--- src/rtl/core/mau_pkg.sv ---
// Package for the modular arithmetic unit: widths, op codes, types.
// No dependencies.
package mau_pkg;
   localparam int MW = 31;
   localparam int EW = 63;
   localparam int RW = 64;
   localparam int OPW = 3;
   localparam logic [MW-1:0] MOD_RESET = 31'd1000000007;

   typedef enum logic [OPW-1:0] {
      OP_ADD = 3'd0, OP_SUB = 3'd1, OP_MUL = 3'd2, OP_DIV = 3'd3,
      OP_INV = 3'd4, OP_POW = 3'd5, OP_NEG = 3'd6, OP_RED = 3'd7
   } op_type;

   // Shared unit command: rem computes (num % den), 64-bit num.
   typedef struct packed {
      logic          start;
      logic [RW-1:0] num;
      logic [MW-1:0] den;
   } rem_req_type;

   typedef struct packed {
      logic          done;
      logic [RW-1:0] quo;
      logic [MW-1:0] rem;
   } rem_rsp_type;
endpackage

--- src/rtl/core/mau_rem.sv ---
// Restoring divider: 64-bit numerator by 31-bit divisor, one bit per cycle.
// Depends on mau_pkg.
module mau_rem (
   input  logic                 clock,
   input  logic                 reset,
   input  mau_pkg::rem_req_type req,
   output mau_pkg::rem_rsp_type rsp
);
   logic [mau_pkg::RW-1:0] num_ff, num_in;
   logic [mau_pkg::MW:0]   rem_ff, rem_in;
   logic [mau_pkg::MW-1:0] den_ff, den_in;
   logic [6:0]             cnt_ff, cnt_in;
   logic                   busy_ff, busy_in, done_ff, done_in;
   logic [mau_pkg::MW+1:0] trial;

   always_comb begin
      num_in  = num_ff;
      rem_in  = rem_ff;
      den_in  = den_ff;
      cnt_in  = cnt_ff;
      busy_in = busy_ff;
      done_in = 1'b0;
      trial   = {rem_ff, num_ff[mau_pkg::RW-1]} - {2'b0, den_ff};
      if (req.start) begin
         num_in  = req.num;
         den_in  = req.den;
         rem_in  = '0;
         cnt_in  = 7'(mau_pkg::RW);
         busy_in = 1'b1;
      end else if (busy_ff) begin
         if (!trial[mau_pkg::MW+1]) begin
            rem_in = trial[mau_pkg::MW:0];
            num_in = {num_ff[mau_pkg::RW-2:0], 1'b1};
         end else begin
            rem_in = {rem_ff[mau_pkg::MW-1:0], num_ff[mau_pkg::RW-1]};
            num_in = {num_ff[mau_pkg::RW-2:0], 1'b0};
         end
         cnt_in = cnt_ff - 7'd1;
         if (cnt_ff == 7'd1) begin
            busy_in = 1'b0;
            done_in = 1'b1;
         end
      end
   end

   always_ff @(posedge clock) begin
      if (reset) begin
         busy_ff <= 1'b0;
         done_ff <= 1'b0;
         cnt_ff  <= '0;
      end else begin
         busy_ff <= busy_in;
         done_ff <= done_in;
         cnt_ff  <= cnt_in;
      end
      num_ff <= num_in;
      rem_ff <= rem_in;
      den_ff <= den_in;
   end

   assign rsp.done = done_ff;
   assign rsp.quo  = num_ff;
   assign rsp.rem  = rem_ff[mau_pkg::MW-1:0];
endmodule

--- config.mk ---
export PLATFORM = sky130hd
export DESIGN_NAME = mau_rem
export DESIGN_NICKNAME = d
export VERILOG_FILES = /design/src/rtl/core/mau_pkg.sv /design/src/rtl/core/mau_rem.sv
export SDC_FILE = /design/constraint.sdc
export NUM_CORES = 1
export LEC_CHECK = 0
export BUFFER_PORTS_ARGS = -buffer_cell sky130_fd_sc_hd__clkbuf_2
export CAP_MARGIN = 30
export CORE_MARGIN = 3
export CORE_UTILIZATION = 58
export CTS_CLUSTER_DIAMETER = 60
export DETAILED_ROUTE_END_ITERATION = 8
export PLACE_DENSITY = 0.86
export RECOVER_POWER = 25
export SLEW_MARGIN = 20
export SYNTH_ARGS = -nofsm -noshare
export SYNTH_HDL_FRONTEND = slang
export SYNTH_SLANG_ARGS = --single-unit
--- constraint.sdc ---
create_clock -name clock -period 4.4 [get_ports clock]
set_input_delay 0.88 -clock clock [delete_from_list [all_inputs] [get_ports clock]]
set_output_delay 0.88 -clock clock [all_outputs]
set_load 0.03 [all_outputs]
==> results.md <==
Synth:
- The synthesized design contains 95 enable-type register cells.
- The synthesized cell area is around 7600 um^2.
- Sorting the synthesized cells by area gives the leading types as edfxtp_1 (38%), dfxtp_1 (11%), mux2_2 (9.4%).
- The share of Yosys cell area claimed by the top area cell type is between 30% and 40%.
- Counting every instance in the synthesized netlist gives 680.
- The mean cell area of the mapped netlist is 11.1 um^2.
- The post-synthesis register bit count is approximately 140.
- The dominant register cell in the synthesized netlist is edfxtp_1.
- The sequential cell area fraction in the yosys report is about half.
- The cell accounting for the most synthesized area is edfxtp_1.
- After synthesis, the share of flip-flops with an asynchronous set or reset is 0%.
- By count the netlist is led by edfxtp_1 (95), mux2_2 (63), nor2_1 (62), inv_1 (45), dfxtp_1 (41).
- For this run, the number of Yosys warnings is 0.
- The net count of the mapped netlist is around 810.
- The most repeated cell in the gate-level netlist after synthesis is edfxtp_1.
- The synthesized netlist contains slightly above 60 unique library cells.

STA:
- The final critical path time including I/O delays and setup is between 3 and 4 ns.
- The transition time at the pin with the least slew margin is 2.36 ns.
- Setup repair after global routing left no endpoint under its margin.
- The post-route clock skew is around 0.017 ns.
- Headroom to the max-slew limit came out at -57.1%.
- The number of setup violations in the final report is 0.
- The final number of hold-violating endpoints was 0.
- The final-report max-slew violation count is 44.
- Based on the critical path, the design can be clocked at up to between 200 and 300 MHz.
- Setup total negative slack on the finished layout was measured at 0 ns.
- The final worst-path cycle share is between 80% and 90%.
- The worst setup margin is between 0.7 and 0.8 ns.

Placed design:
- The cell count after placement is a little under 1000.
- The placement-stage worst setup slack is 1.23 ns.
- Port buffering added 193 buffers.
- The HPWL after detailed placement is approximately 13000 um.
- The final weighted congestion in routability-driven placement is 0.960.

Job:
- Across the run, the number of max-cap violations was 1.

Worst setup path:
- Walking the worst path, the cells encountered are clkbuf_1 > clkbuf_2 > mux2_2.
- Of all nets on the critical path, the largest fanout is 43.
- The biggest cell delay along the critical path is 1.64 ns.
- The worst setup path is of the input port to flop kind.
- At the worst endpoint, the required time is roughly 4.6 ns.
- The slowest stage of the critical path belongs to the cell clkbuf_1.
- The startpoint type of the worst setup path is an input port.
- The kind of cell adding the most delay to the critical path is buffers and inverters.
- The critical path contains buffers and inverters numbering 2 combined.
- The arrival time reported for the critical path endpoint is around 3.8 ns.
- The kind of end point of the critical path is a flop.

Floorplanning:
- The die outline height is around 120 um.
- The initial utilization of the core area, before any placement, comes to 59.6%.
- The number of I/O pins is around 190.
- The die covers approximately 14000 um^2.
- The floorplan has 41 rows.
- The floorplan step set the die width to 120 um.
- The total core area is around 13000 um^2.

Pwr:
- Per report_power, the sequential group accounts for 39.4% of the total.
- The cell internal power dissipation is approximately 2700 uW.
- The leakage power total is around 0.0039 uW.
- The power per cell area is 454 nW/um^2.
- In this run the power spent charging and discharging nets is roughly 1300 uW.
- Per report_power, the combinational group accounts for 26.7% of the total.
- The clock share of power is approximately a third.
- The worst-case IR drop observed on VDD is about 0.3 mV.
- The switching part of the total is approximately 33%.

GRT:
- The initial antenna violation count is 0.
- The first-pass GRT wire length is about 28000 um.
- The total overflow reported by the global router is 0.
- Across every metal layer, demand over resource in global routing totals between 20% and 30%.
- The maximum number of pins on one net before global-route repair is 57.
- The number of global-route vias before repair is roughly 5600.

Routing:
- The detailed-route vias per instance is 5.61.
- The number of violations reported at the end of detailed-routing iteration 0 is roughly 460.
- After detailed routing, the number of remaining DRC violations is 0.
- The routed layout has between 5000 and 6000 vias.
- The pre-antenna-repair detailed-routing pass consisted of 5 iterations.
- The count of nets left with antenna violations once routing finished came out at 0.
- The mean routed wirelength per cell is 17.3 um.
- The final layout contains routed wiring with a total length of approximately 18000 um.

Clock tree:
- The clock network latency to the later pin of the worst-skew pair is ~0.43 ns.
- The CTS tree is built.
- The clock drives roughly 140 sinks.
- CTS placed an instance of clkbuf_16 at the clock tree root.
- Clock tree synthesis inserted a total of 17 buffers.
- The maximum clock insertion buffer count is 2.
- The quantity of gates resized following cts is 0.
- The hold buffer count at cts is 0.
- Buffers added to address setup during post-CTS repair amount to 0.
- The number of H-tree levels is 4.
- Clock-pin slew was measured on the worst setup and hold paths at 0.06 ns.

Min path:
- In this run the worst hold path is classified as flop to flop.

Status:
- The final reports fail on capacitance limit, slew limit.
- The run finished, with violations left.

Cells and area:
- The count of cells in the finished layout, fillers not included, comes to about 1000.
- The area growth from synthesis to layout is 18.8%.
- The number of nets in the final layout is around 970.
- The number of antenna diodes in the final layout is 0.
- The ratio of cells with drive above 1 in the final layout is 35.7%.
- The core occupancy in the finished layout is ~71%.
-- path summary, 6_finish.rpt --
path / slack [ns] / end / start / cells after the start
setup / recovery: 0.74 / num_ff[16] / req[95] / 3
hold / removal: 0.52 / rem_ff[21] / rem_ff[21] / 2
setup reg to reg: 1.14 / rem_ff[28] / rem_ff[11] / 10
hold reg to reg: 0.52 / rem_ff[21] / rem_ff[21] / 2
-- kinds of logic after synthesis --
logic type               count (synthesis)  synth area share, %
AO/OA/AOI/OAI                          134                 12.2
XOR/XNOR                                33                 3.93
adder cells (fa/ha/maj)                 34                 5.73
buffers and inverters                  111                 7.61
flip-flops                             136                 48.6
multiplexers                            88                 12.7
AND/OR/NAND/NOR                        144                 9.20
-- cell usage in the layout (no fill, tap or decap), drive strengths merged, types with 7 or more instances in the layout --
master  instances
clkbuf        213
edfxtp         95
mux2           63
nor2           62
inv            51
dfxtp          41
ha             33
a21oi          31
a211oi         28
nand2          25
mux2i          25
xnor2          19
o21ai          19
xor2           14
nand4          10
nand3          10
nand2b          9
o21a            7
o211ai          7
-- power groups by stage --
stage,registers (uW),logic (uW),clock network (uW)
after detailed placement,1630,1080,0
final,1600,1090,1380
after global placement,1620,1060,0
after global routing,1620,1180,1460
after floorplan,1730,740,0
after CTS,1600,1090,1400
-- worst min-delay path: cells and delay by family, from the launching register on --
kind	cells	cell delay, ns
DFF	1	0.33
and+or+nand+nor	1	0.09
AOI/OAI and AO/OA	1	0.05
-- per-stage QoR --
step | hold WS (ns) | total power (uW) | instance area [um^2]
global placement | 0.484 | 2680 | 8400
finish | 0.522 | 4070 | 8970
CTS | 0.522 | 4090 | 8980
detailed placement | 0.515 | 2700 | 8400
floorplan | 0.469 | 2470 | 7550
global route | 0.538 | 4260 | 8970
-- layout make-up --
class	count	area [um^2]
Fill cell	948	3700
Tap cell	172	215
Timing Repair Buffer	199	1020
Clock buffer	18	439
Inverter	46	173
Multi-Input combinational cell	433	3310
Clock inverter	14	138
Sequential cell	136	3670
-- flip-flops by register name, summed over array words and instances (netlist names) --
| register | count |
|---|---|
| cnt_ff | 7 |
| busy_ff | 1 |
| den_ff | 31 |
| done_ff | 1 |
| num_ff | 64 |
| rem_ff | 32 |
-- routing by layer --
layer	part of all wire [%]	GRT usage, %
met3	8.3	9.75
met2	49	40.9
met1	40	29.4
met4	2.4	9.31
met5	0	0
No activity file was read; power rests on OpenSTA's default activity.
